**src/rtl/ascii_set_command_to_dac_word_top_assert.svh**
```systemverilog
// assertion macros shared by the rtl modules
`ifndef ASCII_SET_COMMAND_TO_DAC_WORD_TOP_ASSERT_SVH
`define ASCII_SET_COMMAND_TO_DAC_WORD_TOP_ASSERT_SVH

// same-cycle implication
`define ASCDAC_ASSERT_IMP(lbl, clk, rst, ante, cons) \
   lbl: assert property (@(posedge clk) disable iff (rst) (ante) |-> (cons)) \
      else $error("assertion failed in %m");

// next-cycle implication
`define ASCDAC_ASSERT_NXT(lbl, clk, rst, ante, cons) \
   lbl: assert property (@(posedge clk) disable iff (rst) (ante) |=> (cons)) \
      else $error("assertion failed in %m");

`endif

```
**src/rtl/ascdac_pkg.sv**
```systemverilog
// package: constants, types and helpers of the ascii set-command decoder
package ascdac_pkg;

   localparam int FRACTION_DIGITS = 6;
   localparam int MAX_FIELD_CHARS = 19;

   localparam int SCALE   = 10 ** FRACTION_DIGITS;
   localparam int HALF    = 5 * SCALE;
   localparam int DIVISOR = 10 * SCALE;

   localparam int CODE_W  = 20;
   localparam int SPI_W   = 32;
   localparam int BYTE_W  = 8;
   localparam int INT_W   = 4;
   localparam int INT_MAX = 15;
   localparam int FRAC_W  = $clog2(SCALE);
   localparam int CNT_W   = $clog2(FRACTION_DIGITS + 1);
   localparam int POS_W   = $clog2(MAX_FIELD_CHARS + 1);
   localparam int MAG_W   = $clog2((INT_MAX + 1) * SCALE);
   localparam int NUM_W   = $clog2(DIVISOR);
   localparam int PROD_W  = NUM_W + CODE_W;

   localparam int FIELD_W    = 3;
   localparam int LAST_FIELD = 4;
   localparam int VALUE_FIELD = 2;

   localparam int KW_W    = 3;
   localparam int KW_DONE = 3;
   localparam int KW_FAIL = 4;

   // long division of the scaled product, a few quotient bits per stage
   localparam int DIV_BITS   = 4;
   localparam int DIV_STAGES = CODE_W / DIV_BITS;

   // queue depth, a power of two
   localparam int QUEUE_DEPTH = 2;
   localparam int QPTR_W      = $clog2(QUEUE_DEPTH);
   localparam int QCNT_W      = $clog2(QUEUE_DEPTH + 1);

   localparam logic [CODE_W-1:0] DAC_FULL = {CODE_W{1'b1}};
   localparam logic [7:0]        SPI_CMD  = 8'h01;

   localparam logic [BYTE_W-1:0] CHAR_CR    = 8'h0D;
   localparam logic [BYTE_W-1:0] CHAR_SEP   = 8'h5F;
   localparam logic [BYTE_W-1:0] CHAR_DOT   = 8'h2E;
   localparam logic [BYTE_W-1:0] CHAR_COMMA = 8'h2C;
   localparam logic [BYTE_W-1:0] CHAR_MINUS = 8'h2D;
   localparam logic [BYTE_W-1:0] CHAR_ZERO  = 8'h30;
   localparam logic [BYTE_W-1:0] CHAR_NINE  = 8'h39;
   localparam logic [BYTE_W-1:0] CHAR_S     = 8'h53;
   localparam logic [BYTE_W-1:0] CHAR_E     = 8'h45;
   localparam logic [BYTE_W-1:0] CHAR_T     = 8'h54;

   // parsed voltage of one finished command
   typedef struct packed {
      logic              neg;
      logic [INT_W-1:0]  int_part;
      logic [FRAC_W-1:0] frac_value;
      logic [CNT_W-1:0]  frac_count;
   } queue_entry_type;

   typedef struct packed {
      logic              valid;
      logic              sat;
      logic              neg;
      logic [NUM_W-1:0]  rem;
      logic [CODE_W-1:0] low;
      logic [CODE_W-1:0] quo;
   } div_stage_type;

   function automatic logic [BYTE_W-1:0] kw_char(input logic [KW_W-1:0] idx);
      logic [BYTE_W-1:0] c;
      unique case (idx)
         3'd0:    c = CHAR_S;
         3'd1:    c = CHAR_E;
         3'd2:    c = CHAR_T;
         default: c = '0;
      endcase
      return c;
   endfunction

   function automatic logic [FRAC_W-1:0] pow10(input logic [CNT_W-1:0] n);
      logic [FRAC_W-1:0] r;
      r = FRAC_W'(1);
      for (int i = 0; i < FRACTION_DIGITS; i++) begin
         if (i < int'(n)) begin
            r = FRAC_W'(r * FRAC_W'(10));
         end
      end
      return r;
   endfunction

endpackage

```
**src/rtl/ascdac_front.sv**
```systemverilog
// front end: per-byte command parser, pushes parsed voltages into the queue
module ascdac_front import ascdac_pkg::*; (
   input  logic                clock,
   input  logic                reset,
   input  logic                req_valid,
   output logic                req_ready,
   input  logic [BYTE_W-1:0]   req_rx_byte,
   input  logic                q_full,
   output logic                q_push,
   output queue_entry_type     q_push_entry
);

   logic [FIELD_W-1:0] field_ff, field_in;
   logic [POS_W-1:0]   pos_ff, pos_in;
   logic [KW_W-1:0]    kw_ff, kw_in;
   logic               neg_ff, neg_in;
   logic [INT_W-1:0]   int_ff, int_in;
   logic [FRAC_W-1:0]  frac_ff, frac_in;
   logic [CNT_W-1:0]   cnt_ff, cnt_in;
   logic               past_ff, past_in;

   logic              accept;
   logic              digit;
   logic [3:0]        digit_val;
   logic [7:0]        int_sum;
   logic [BYTE_W-1:0] c;

   assign req_ready = !q_full;
   assign accept    = req_valid && req_ready;
   assign c         = req_rx_byte;
   assign digit     = (c >= CHAR_ZERO) && (c <= CHAR_NINE);
   assign digit_val = digit ? c[3:0] : 4'd0;
   assign int_sum   = 8'(int_ff) * 8'd10 + 8'(digit_val);

   assign q_push_entry = '{neg: neg_ff, int_part: int_ff, frac_value: frac_ff,
                           frac_count: cnt_ff};

   always_comb begin
      field_in = field_ff;
      pos_in   = pos_ff;
      kw_in    = kw_ff;
      neg_in   = neg_ff;
      int_in   = int_ff;
      frac_in  = frac_ff;
      cnt_in   = cnt_ff;
      past_in  = past_ff;
      q_push   = 1'b0;
      if (accept) begin
         priority if (c == CHAR_CR) begin
            q_push   = (kw_ff == KW_W'(KW_DONE));
            field_in = '0;
            pos_in   = '0;
            kw_in    = '0;
            neg_in   = 1'b0;
            int_in   = '0;
            frac_in  = '0;
            cnt_in   = '0;
            past_in  = 1'b0;
         end else if (c == CHAR_SEP && field_ff < FIELD_W'(LAST_FIELD)) begin
            field_in = field_ff + FIELD_W'(1);
            pos_in   = '0;
         end else if (pos_ff < POS_W'(MAX_FIELD_CHARS)) begin
            if (field_ff == '0) begin
               if (kw_ff < KW_W'(KW_DONE) && POS_W'(kw_ff) == pos_ff &&
                   c == kw_char(kw_ff)) begin
                  kw_in = kw_ff + KW_W'(1);
               end else begin
                  kw_in = KW_W'(KW_FAIL);
               end
            end else if (field_ff == FIELD_W'(VALUE_FIELD)) begin
               if (!past_ff) begin
                  priority if (c == CHAR_DOT || c == CHAR_COMMA) begin
                     past_in = 1'b1;
                  end else if (c == CHAR_MINUS && pos_ff == '0) begin
                     neg_in = 1'b1;
                  end else if (digit) begin
                     int_in = (int_sum > 8'(INT_MAX)) ? INT_W'(INT_MAX)
                                                      : int_sum[INT_W-1:0];
                  end else begin
                     // other characters before the separator are ignored
                  end
               end else if (cnt_ff < CNT_W'(FRACTION_DIGITS)) begin
                  // non-digits after the separator count as zero digits
                  frac_in = (frac_ff << 3) + (frac_ff << 1) + FRAC_W'(digit_val);
                  cnt_in  = cnt_ff + CNT_W'(1);
               end
            end
            pos_in = pos_ff + POS_W'(1);
         end else begin
            // overlong field, character dropped
         end
      end
   end

   always_ff @(posedge clock) begin
      if (reset) begin
         field_ff <= '0;
         pos_ff   <= '0;
         kw_ff    <= '0;
         neg_ff   <= 1'b0;
         int_ff   <= '0;
         frac_ff  <= '0;
         cnt_ff   <= '0;
         past_ff  <= 1'b0;
      end else begin
         field_ff <= field_in;
         pos_ff   <= pos_in;
         kw_ff    <= kw_in;
         neg_ff   <= neg_in;
         int_ff   <= int_in;
         frac_ff  <= frac_in;
         cnt_ff   <= cnt_in;
         past_ff  <= past_in;
      end
   end

endmodule

```
**src/rtl/ascdac_queue.sv**
```systemverilog
// small queue between the parser and the code pipeline
`include "ascii_set_command_to_dac_word_top_assert.svh"
module ascdac_queue import ascdac_pkg::*; (
   input  logic            clock,
   input  logic            reset,
   input  logic            push,
   input  queue_entry_type push_entry,
   output logic            full,
   input  logic            pop,
   output logic            head_valid,
   output queue_entry_type head_entry
);

   queue_entry_type    entries_ff [QUEUE_DEPTH];
   logic [QPTR_W-1:0]  wr_ptr_ff, wr_ptr_in;
   logic [QPTR_W-1:0]  rd_ptr_ff, rd_ptr_in;
   logic [QCNT_W-1:0]  count_ff, count_in;

   assign full       = (count_ff == QCNT_W'(QUEUE_DEPTH));
   assign head_valid = (count_ff != '0);
   assign head_entry = entries_ff[rd_ptr_ff];

   // pointers wrap by truncation
   always_comb begin
      wr_ptr_in = push ? wr_ptr_ff + QPTR_W'(1) : wr_ptr_ff;
      rd_ptr_in = pop  ? rd_ptr_ff + QPTR_W'(1) : rd_ptr_ff;
      count_in  = count_ff + QCNT_W'(push) - QCNT_W'(pop);
   end

   always_ff @(posedge clock) begin
      if (push) begin
         entries_ff[wr_ptr_ff] <= push_entry;
      end
   end

   always_ff @(posedge clock) begin
      if (reset) begin
         wr_ptr_ff <= '0;
         rd_ptr_ff <= '0;
         count_ff  <= '0;
      end else begin
         wr_ptr_ff <= wr_ptr_in;
         rd_ptr_ff <= rd_ptr_in;
         count_ff  <= count_in;
      end
   end

   `ASCDAC_ASSERT_IMP(a_no_push_when_full, clock, reset, push, !full)

endmodule

```
**src/rtl/ascdac_back.sv**
```systemverilog
// back end: voltage to dac code pipeline with output register
`include "ascii_set_command_to_dac_word_top_assert.svh"
module ascdac_back import ascdac_pkg::*; (
   input  logic               clock,
   input  logic               reset,
   input  logic               q_valid,
   input  queue_entry_type    q_entry,
   output logic               q_pop,
   output logic               rsp_valid,
   input  logic               rsp_ready,
   output logic [CODE_W-1:0]  rsp_dac_code,
   output logic [SPI_W-1:0]   rsp_spi_word
);

   logic              adv;

   logic              s1_valid_ff, s1_valid_in;
   logic              s1_neg_ff, s1_neg_in;
   logic [MAG_W-1:0]  s1_int_ff, s1_int_in;
   logic [MAG_W-1:0]  s1_frac_ff, s1_frac_in;

   logic              s2_valid_ff, s2_valid_in;
   logic              s2_neg_ff, s2_neg_in;
   logic              s2_sat_ff, s2_sat_in;
   logic [NUM_W-1:0]  s2_num_ff, s2_num_in;

   logic [MAG_W-1:0]  mag;
   logic [PROD_W-1:0] prod;

   div_stage_type     div_ff [DIV_STAGES+1];
   div_stage_type     div_in [DIV_STAGES+1];

   logic              rsp_valid_ff, rsp_valid_in;
   logic [CODE_W-1:0] rsp_code_ff, rsp_code_in;

   // whole pipeline moves when the output register is free or drained
   assign adv   = !rsp_valid_ff || rsp_ready;
   assign q_pop = adv && q_valid;

   // stage 1: scale integer and fraction parts
   always_comb begin
      s1_valid_in = q_valid;
      s1_neg_in   = q_entry.neg;
      s1_int_in   = MAG_W'(q_entry.int_part) * MAG_W'(SCALE);
      s1_frac_in  = MAG_W'(q_entry.frac_value) *
                    MAG_W'(pow10(CNT_W'(FRACTION_DIGITS) - q_entry.frac_count));
   end

   // stage 2: offset by half scale, detect saturation
   always_comb begin
      mag         = s1_int_ff + s1_frac_ff;
      s2_valid_in = s1_valid_ff;
      s2_neg_in   = s1_neg_ff;
      s2_sat_in   = (mag >= MAG_W'(HALF));
      s2_num_in   = s1_neg_ff ? NUM_W'(MAG_W'(HALF) - mag)
                              : NUM_W'(MAG_W'(HALF) + mag);
   end

   // num * (2^20 - 1), then long division by ten times the scale
   always_comb begin
      logic [NUM_W:0] r;
      logic           qbit;
      prod = {s2_num_ff, {CODE_W{1'b0}}} - PROD_W'(s2_num_ff);
      div_in[0].valid = s2_valid_ff;
      div_in[0].sat   = s2_sat_ff;
      div_in[0].neg   = s2_neg_ff;
      div_in[0].rem   = prod[PROD_W-1:CODE_W];
      div_in[0].low   = prod[CODE_W-1:0];
      div_in[0].quo   = '0;
      for (int k = 1; k <= DIV_STAGES; k++) begin
         div_in[k] = div_ff[k-1];
         for (int b = 0; b < DIV_BITS; b++) begin
            r    = {div_in[k].rem, div_in[k].low[CODE_W-1]};
            qbit = (r >= (NUM_W+1)'(DIVISOR));
            if (qbit) begin
               r = r - (NUM_W+1)'(DIVISOR);
            end
            div_in[k].rem = r[NUM_W-1:0];
            div_in[k].low = {div_in[k].low[CODE_W-2:0], 1'b0};
            div_in[k].quo = {div_in[k].quo[CODE_W-2:0], qbit};
         end
      end
   end

   always_comb begin
      rsp_valid_in = div_ff[DIV_STAGES].valid;
      if (div_ff[DIV_STAGES].sat) begin
         rsp_code_in = div_ff[DIV_STAGES].neg ? '0 : DAC_FULL;
      end else begin
         rsp_code_in = div_ff[DIV_STAGES].quo;
      end
   end

   always_ff @(posedge clock) begin
      if (adv) begin
         s1_neg_ff   <= s1_neg_in;
         s1_int_ff   <= s1_int_in;
         s1_frac_ff  <= s1_frac_in;
         s2_neg_ff   <= s2_neg_in;
         s2_sat_ff   <= s2_sat_in;
         s2_num_ff   <= s2_num_in;
         rsp_code_ff <= rsp_code_in;
      end
   end

   always_ff @(posedge clock) begin
      if (reset) begin
         s1_valid_ff  <= 1'b0;
         s2_valid_ff  <= 1'b0;
         rsp_valid_ff <= 1'b0;
      end else if (adv) begin
         s1_valid_ff  <= s1_valid_in;
         s2_valid_ff  <= s2_valid_in;
         rsp_valid_ff <= rsp_valid_in;
      end
   end

   always_ff @(posedge clock) begin
      if (reset) begin
         for (int k = 0; k <= DIV_STAGES; k++) begin
            div_ff[k].valid <= 1'b0;
         end
      end else if (adv) begin
         for (int k = 0; k <= DIV_STAGES; k++) begin
            div_ff[k] <= div_in[k];
         end
      end
   end

   assign rsp_valid    = rsp_valid_ff;
   assign rsp_dac_code = rsp_code_ff;
   assign rsp_spi_word = {SPI_CMD, rsp_code_ff, 4'b0000};

   `ASCDAC_ASSERT_IMP(a_pop_needs_entry, clock, reset, q_pop, q_valid)
   `ASCDAC_ASSERT_IMP(a_num_in_range, clock, reset, s2_valid_ff && !s2_sat_ff,
      s2_num_ff < NUM_W'(DIVISOR))
   `ASCDAC_ASSERT_IMP(a_rem_in_range, clock, reset,
      div_ff[DIV_STAGES].valid && !div_ff[DIV_STAGES].sat,
      div_ff[DIV_STAGES].rem < NUM_W'(DIVISOR))
   `ASCDAC_ASSERT_NXT(a_result_lands, clock, reset, adv && div_ff[DIV_STAGES].valid,
      rsp_valid_ff)

endmodule

```
**src/rtl/ascii_set_command_to_dac_word_top.sv**
```systemverilog
// top level: ascii set-command decoder producing dac code and spi word
//
// req_valid/req_ready/req_rx_byte carry one received ascii byte per transfer.
// commands are '_'-separated fields ended by carriage return; when the first
// field is exactly SET, the third field is read as a signed decimal voltage.
// rsp_valid/rsp_ready/rsp_dac_code/rsp_spi_word carry one result per such
// command: the 20-bit code and 0x01 followed by the code shifted left four.
// the parser takes one byte per cycle while req_ready is high; every byte is
// parsed in the cycle it is accepted, so throughput is one byte per cycle.
// a finished command goes through a two-entry queue into a code pipeline
// (scaling multiply, offset and clamp, then a long division by ten times
// the fraction scale at four quotient bits per stage); each result passes
// through the stage 1, stage 2, division and output registers.
// while a result waits with rsp_ready low the whole pipeline holds; the
// parser keeps accepting bytes until the queue is full, then req_ready drops.
// reset clears the parse state, queue and pipeline valids; no result is lost
// or duplicated across stalls.
module ascii_set_command_to_dac_word_top import ascdac_pkg::*; (
   input  logic               clock,
   input  logic               reset,
   input  logic               req_valid,
   output logic               req_ready,
   input  logic [BYTE_W-1:0]  req_rx_byte,
   output logic               rsp_valid,
   input  logic               rsp_ready,
   output logic [CODE_W-1:0]  rsp_dac_code,
   output logic [SPI_W-1:0]   rsp_spi_word
);

   logic            q_full;
   logic            q_push;
   queue_entry_type q_push_entry;
   logic            q_pop;
   logic            q_valid;
   queue_entry_type q_head;

   ascdac_front u_front (
      .clock        (clock),
      .reset        (reset),
      .req_valid    (req_valid),
      .req_ready    (req_ready),
      .req_rx_byte  (req_rx_byte),
      .q_full       (q_full),
      .q_push       (q_push),
      .q_push_entry (q_push_entry)
   );

   ascdac_queue u_queue (
      .clock      (clock),
      .reset      (reset),
      .push       (q_push),
      .push_entry (q_push_entry),
      .full       (q_full),
      .pop        (q_pop),
      .head_valid (q_valid),
      .head_entry (q_head)
   );

   ascdac_back u_back (
      .clock        (clock),
      .reset        (reset),
      .q_valid      (q_valid),
      .q_entry      (q_head),
      .q_pop        (q_pop),
      .rsp_valid    (rsp_valid),
      .rsp_ready    (rsp_ready),
      .rsp_dac_code (rsp_dac_code),
      .rsp_spi_word (rsp_spi_word)
   );

endmodule
```
**config.mk**
```make
export PLATFORM = sky130hd
export DESIGN_NAME = ascii_set_command_to_dac_word_top
export DESIGN_NICKNAME = d
export VERILOG_FILES = /design/src/rtl/ascdac_pkg.sv /design/src/rtl/ascdac_front.sv /design/src/rtl/ascdac_queue.sv /design/src/rtl/ascdac_back.sv /design/src/rtl/ascii_set_command_to_dac_word_top.sv
export VERILOG_INCLUDE_DIRS = /design/src /design/src/rtl
export SDC_FILE = /design/constraint.sdc
export NUM_CORES = 2
export LEC_CHECK = 0
export ABC_AREA = 1
export BUFFER_PORTS_ARGS = -buffer_cell sky130_fd_sc_hd__buf_2
export CAP_MARGIN = 10
export CORE_UTILIZATION = 59
export DETAILED_ROUTE_END_ITERATION = 16
export PLACE_DENSITY = 0.81
export SLEW_MARGIN = 20
export SYNTH_ARGS = -nofsm -noshare
export SYNTH_HDL_FRONTEND = slang
export SYNTH_SLANG_ARGS = --single-unit
```
**constraint.sdc**
```tcl
create_clock -name clock -period 17.95 [get_ports clock]
set_clock_uncertainty 0.05 [all_clocks]
set_input_delay 4.4875 -clock clock [delete_from_list [all_inputs] [get_ports clock]]
set_output_delay 4.4875 -clock clock [all_outputs]
set_load 0.02 [all_outputs]
```
## Yosys cells after proc, flatten, opt, wreduce, memory -nomap -nowiden

Memory sizes are Yosys's and may differ from the RTL's. A register that Yosys moved wholly into a read port is not among the register bits.
Cells that the tools add are included.

| word-level totals | value |
|---|---|
| memories | 2 |
| register bits | 136 |
| input port bits | 12 |
| RAM bits | 458 |

| cells by class | value |
|---|---|
| add/subtract/negate cells | 36 |
| mux-type cells | 102 |
| reduce and logical (&&, ||, !) cells | 31 |
| multipliers | 8 |
| $lt $le $gt $ge | 34 |
| equal/unequal tests | 17 |
| bitwise logic cells | 6 |

Memory list:

| memory | depth | width | rd ports | clocked after Yosys merged registers in | write ports | RTL line | RTL |
|---|---|---|---|---|---|---|---|
| u_back.div_ff | 6 | 67 | 6 | 0 | 6 | ascdac_back.sv:30 | `div_stage_type div_ff [DIV_STAGES+1];` |
| u_queue.entries_ff | 2 | 28 | 1 | 1 | 1 | ascdac_queue.sv:14 | `queue_entry_type entries_ff [QUEUE_DEPTH];` |

Operators with widths:

| kind | number |
|---|---|
| 24-bit 2-to-1 mux | 21 |
| 25-bit by 24-bit greater-or-equal comparator with 1-bit output (second input constant) | 20 |
| 24-bit subtractor (second input constant) | 20 |
| 20-bit 2-to-1 mux | 14 |
| 20-bit by 3-bit multiplier with 19-bit output (second input constant) | 4 |
| 4-bit 2-to-1 mux | 12 |
| 44-bit by 24-bit subtractor with 44-bit output | 1 |
| 3-bit 2-to-1 mux | 14 |
| 8-bit 2-to-1 mux | 5 |
| 1-bit 2-to-1 mux | 32 |
| 23-bit by 24-bit adder with 24-bit output (first input constant) | 1 |
| 24-bit adder | 1 |
| 8-bit by 6-bit equality test with 1-bit output (second input constant) | 3 |
| 24-bit by 23-bit greater-or-equal comparator with 1-bit output (second input constant) | 1 |
| 20-bit by 20-bit multiplier with 24-bit output | 1 |
| 23-bit by 24-bit subtractor with 24-bit output (first input constant) | 1 |
| 7-bit one-hot mux with 3 select lines | 1 |
| 20-bit adder | 1 |
| 20-bit by 4-bit adder with 20-bit output | 1 |
| 4-bit by 14-bit multiplier with 18-bit output (second input constant) | 1 |
| 2-bit nonzero test | 9 |
| 5-bit 2-to-1 mux | 3 |
| 4-bit by 3-bit multiplier with 7-bit output (second input constant) | 2 |
| 3-bit by 1-bit adder with 3-bit output (second input constant) | 3 |
| 37 further kinds | 62 |

## Logic depth before layout (Yosys ltp)

| depth | value |
|---|---|
| depth after elaboration | 15 |
| gate-level depth with buffers | 71 |

## Hierarchy

Synthesis repeated with hierarchy kept, for this count alone.

| second synthesis, totals | value |
|---|---|
| cell total of the unflattened synthesis | 6,586 |
| area, all modules | 47,066.4 µm² |

Modules (own cells, without submodules):

| module | instances | seq. area each (µm²) | cells an instance | area each (µm²) |
|---|---|---|---|---|
| ascdac_back | 1 | 10,269.8 | 5,923 | 41,119.4 |
| ascdac_front | 1 | 800.8 | 545 | 3,599.7 |
| ascdac_queue | 1 | 1,781.7 | 118 | 2,347.3 |

## Worst setup path before layout

OpenSTA, ideal clock, no wires.

| timing | value |
|---|---|
| kind | input to register |
| start | input port reset |
| end | register u_back.s2_valid_ff |
| data arrival time | 16,932 ps |
| stages on the path | 4 |
| path slack | 825 ps |
| cell sequence | clkbuf_1 nor2_1 inv_1 o22ai_1 |

RTL lines:

| what | RTL line | RTL |
|---|---|---|
| from (decl) | ascii_set_command_to_dac_word_top.sv:20 | `input logic reset,` |
| to (signal assigned) | ascdac_back.sv:113 | `s2_valid_ff <= s2_valid_in;` |
| to (decl) | ascdac_back.sv:22 | `logic s2_valid_ff, s2_valid_in;` |

==> results.txt <==
Fin. Hold Viols -> 0
Final instance area -> 49,000 um^2
CP Data Required Time -> 18,260 ps
Cts hold-fix bufs -> 0
Top-area cell type share of the netlist area -> 25.6%
Final setup fails -> 0
Async set-reset flop share out of synthesis -> 0%
Area Growth Syn to Fin -> 5.45%
Chip height -> 283 um
Distinct cells, synth -> 65
CTS root buffer -> clkbuf_16
Pin count of the biggest net entering global routing -> 84
Horiz. Die Dim -> 283 um
H-Tree Depth -> 2
Crit path kind -> reg -> reg
Slew Viols, Final -> 0
Router iterations before antenna repair -> 6
Number of global-route vias before repair -> 38.9k
Most used cell, CP -> nand2_1
Cts bufs inserted -> 49
Post-cts resize count -> 0
Yosys warning count -> 0
Yosys reg bits -> 444
Post-CTS Setup Inserts -> 0
Dpl hpwl -> 92.1 mm
GR peak layer -> met2
TritonCTS clock tree -> yes
DRC -> 0
Register area share after synthesis -> 27.7%
Relative slew slack -> 21.0%
Critical path arrival -> 13,670 ps
CP endpoint kind -> flip-flop
Fin crit period -> 13,360 ps
Main flop type after synthesis -> edfxtp_1
Mapped Cells -> 6,484
Maximum clock rate -> 74.9 MHz
Nets -> 6,985
Routing usage on met2 -> 50.0%
Vias -> 41.4k
Detailed Route WL -> 119 mm
Core Area -> 77,700 um^2
Wire length per cell -> 15.7 um
Drt first-iter violations -> 3,248
GR Layer Usage met1 -> 39.8%
Initial antenna violation count -> 1
Slowest CP cell -> ha_1
IO buf count -> 53
Routability cong. -> 1.02
Slowest stage delay, CP -> 650 ps
Synth area leaders -> edfxtp_1 (26%), nand2_1 (15%), fa_1 (9.3%), inv_1 (7.5%), ha_1 (6.8%)
Routed Antenna Nets -> 0
Die Area -> 79,800 um^2
Io pins -> 66
Area leader, netlist -> edfxtp_1
Clock latency on the worst-skew pair -> 620 ps
CTS Sinks -> 444
Total track usage -> 30.1%
Global-route wire length before repair -> 195 mm
Share of layout cells above drive strength 1 -> 8.94%
Max-cap violations -> 0
Max Root-Sink Buffers -> 3
# rows -> 102
Tcrit/Tclk final -> 74.4%
CP Launch Type -> flip-flop
Status -> finished, final reports clean
Post-synth EDFFs -> 396
Setup TNS -> 0 ps
Synthesized area -> 46,400 um^2
Tightest Hold Check Type -> reg -> reg
Actual slew at the worst max-slew pin -> 1170 ps
Met3 Track Usage GR -> 4.13%
Post-DP Area -> 47,400 um^2
GRT overflow -> 0
Clock-pin slew on the worst setup and hold paths -> 70 ps
Vias per cell -> 5.46
Starting Density -> 59.8%
Average size of a mapped cell -> 7.16 um^2
Final core occ -> 63.0%
Critical Path Fanout Max -> 42
RSZ-0062 raised after global routing -> no
==> cell type report <==
class,instances,area [um^2]
antenna,1,2.50
clock buffer,58,1270
clock inverter,33,317
fill,6956,28800
inverter,1022,3840
multi-input combinational,4900,28900
sequential,444,12900
tap,1040,1300
timing repair buffer,87,520
==> cells in the final DEF, fill, tap and decap left out, drive strengths merged, types with 20 or more instances in the layout <==
cell type / n
nand4: 104
clkinv: 40
clkbuf: 58
fa: 215
nand3: 545
inv: 1009
nor3: 66
o21bai: 20
buf: 87
xnor2: 39
or2: 24
edfxtp: 396
ha: 254
nor2: 712
nand2: 2089
xor2: 221
a21oi: 219
dfxtp: 48
nand3b: 37
o21ai: 249
==> flip-flops by register name (all words and copies together) (netlist names), 2 cells and up, named ones only <==
| signal | cells |
|---|---|
| u_back.s2_num_ff | 24 |
| u_back.s1_frac_ff | 24 |
| u_back.div_ff | 253 |
| u_back.rsp_dac_code | 20 |
| u_front.int_ff | 4 |
| u_front.cnt_ff | 3 |
| u_front.pos_ff | 5 |
| u_front.kw_ff | 3 |
| u_queue.entries_ff | 56 |
| u_front.field_ff | 3 |
| u_back.s1_int_ff | 16 |
| u_queue.count_ff | 2 |
| u_front.frac_ff | 20 |
==> worst max-delay path, delay by kind of cell, from the launching register on <==
| family | cells | cell delay, ps |
|---|---|---|
| fa+ha+maj | 13 | 5860 |
| simple gates | 26 | 2450 |
| xor+xnor | 2 | 350 |
| buf+inv | 12 | 2090 |
| compound gates | 8 | 1970 |
| flops | 1 | 310 |
==> cell usage after synthesis, types with 47 or more instances <==
master / count
buf_4: 47
a21oi_1: 210
nor2_1: 633
fa_1: 215
inv_1: 929
nand2_1: 1904
o21ai_0: 206
edfxtp_1: 396
dfxtp_1: 48
nand3_1: 529
inv_2: 76
nor3_1: 65
xor2_1: 220
nand2_2: 153
ha_1: 254
nand4_1: 102
nor2_2: 53
==> kinds of logic (layout without fill, tap and decap cells) <==
kind of cell,after synthesis,in the layout,synth area share (%)
AO/OA/AOI/OAI,542,542,6.54
XOR/XNOR,260,260,4.92
adder cells (fa/ha/maj),469,469,16.1
buffers and inverters,1157,1200,10.3
flip-flops,444,444,27.7
multiplexers,1,1,0.0216
other,2,20,0.0162
AND/OR/NAND/NOR,3609,3609,34.4
==> per-stage QoR <==
stage | std cells | worst slack (ps) | hold slack, ps
2_1_floorplan | 6501 | 825 | 350
3_5_place_dp | 7493 | 4720 | 355
6_report | 7585 | 4590 | 362
3_3_place_gp | 7493 | 4960 | 350
4_1_cts | 7584 | 4710 | 362
5_1_grt | 7584 | 3290 | 370
==> layer usage <==
metal	up-vias	wire length (um)
met5	-	54
met4	2	4590
met3	269	8310
met2	1397	54900
met1	19100	51300
li1	20600	-
==> worst paths after layout <==
| kind | slack [ps] | startpoint | to | cells after the start |
|---|---|---|---|---|
| worst min-delay path | 360 | u_back.div_ff[0][67] | u_back.div_ff[0][138] | 0 |
| worst max register to register | 4590 | flip-flop | u_back.s1_frac_ff[23] | 61 |
| worst min register to register | 360 | u_back.div_ff[0][67] | u_back.div_ff[0][138] | 0 |
| worst max-delay path | 4590 | flip-flop | u_back.s1_frac_ff[23] | 61 |
Power is not shown: default switching activity piles up to over one toggle a cycle in this logic, so the estimate is an artifact.
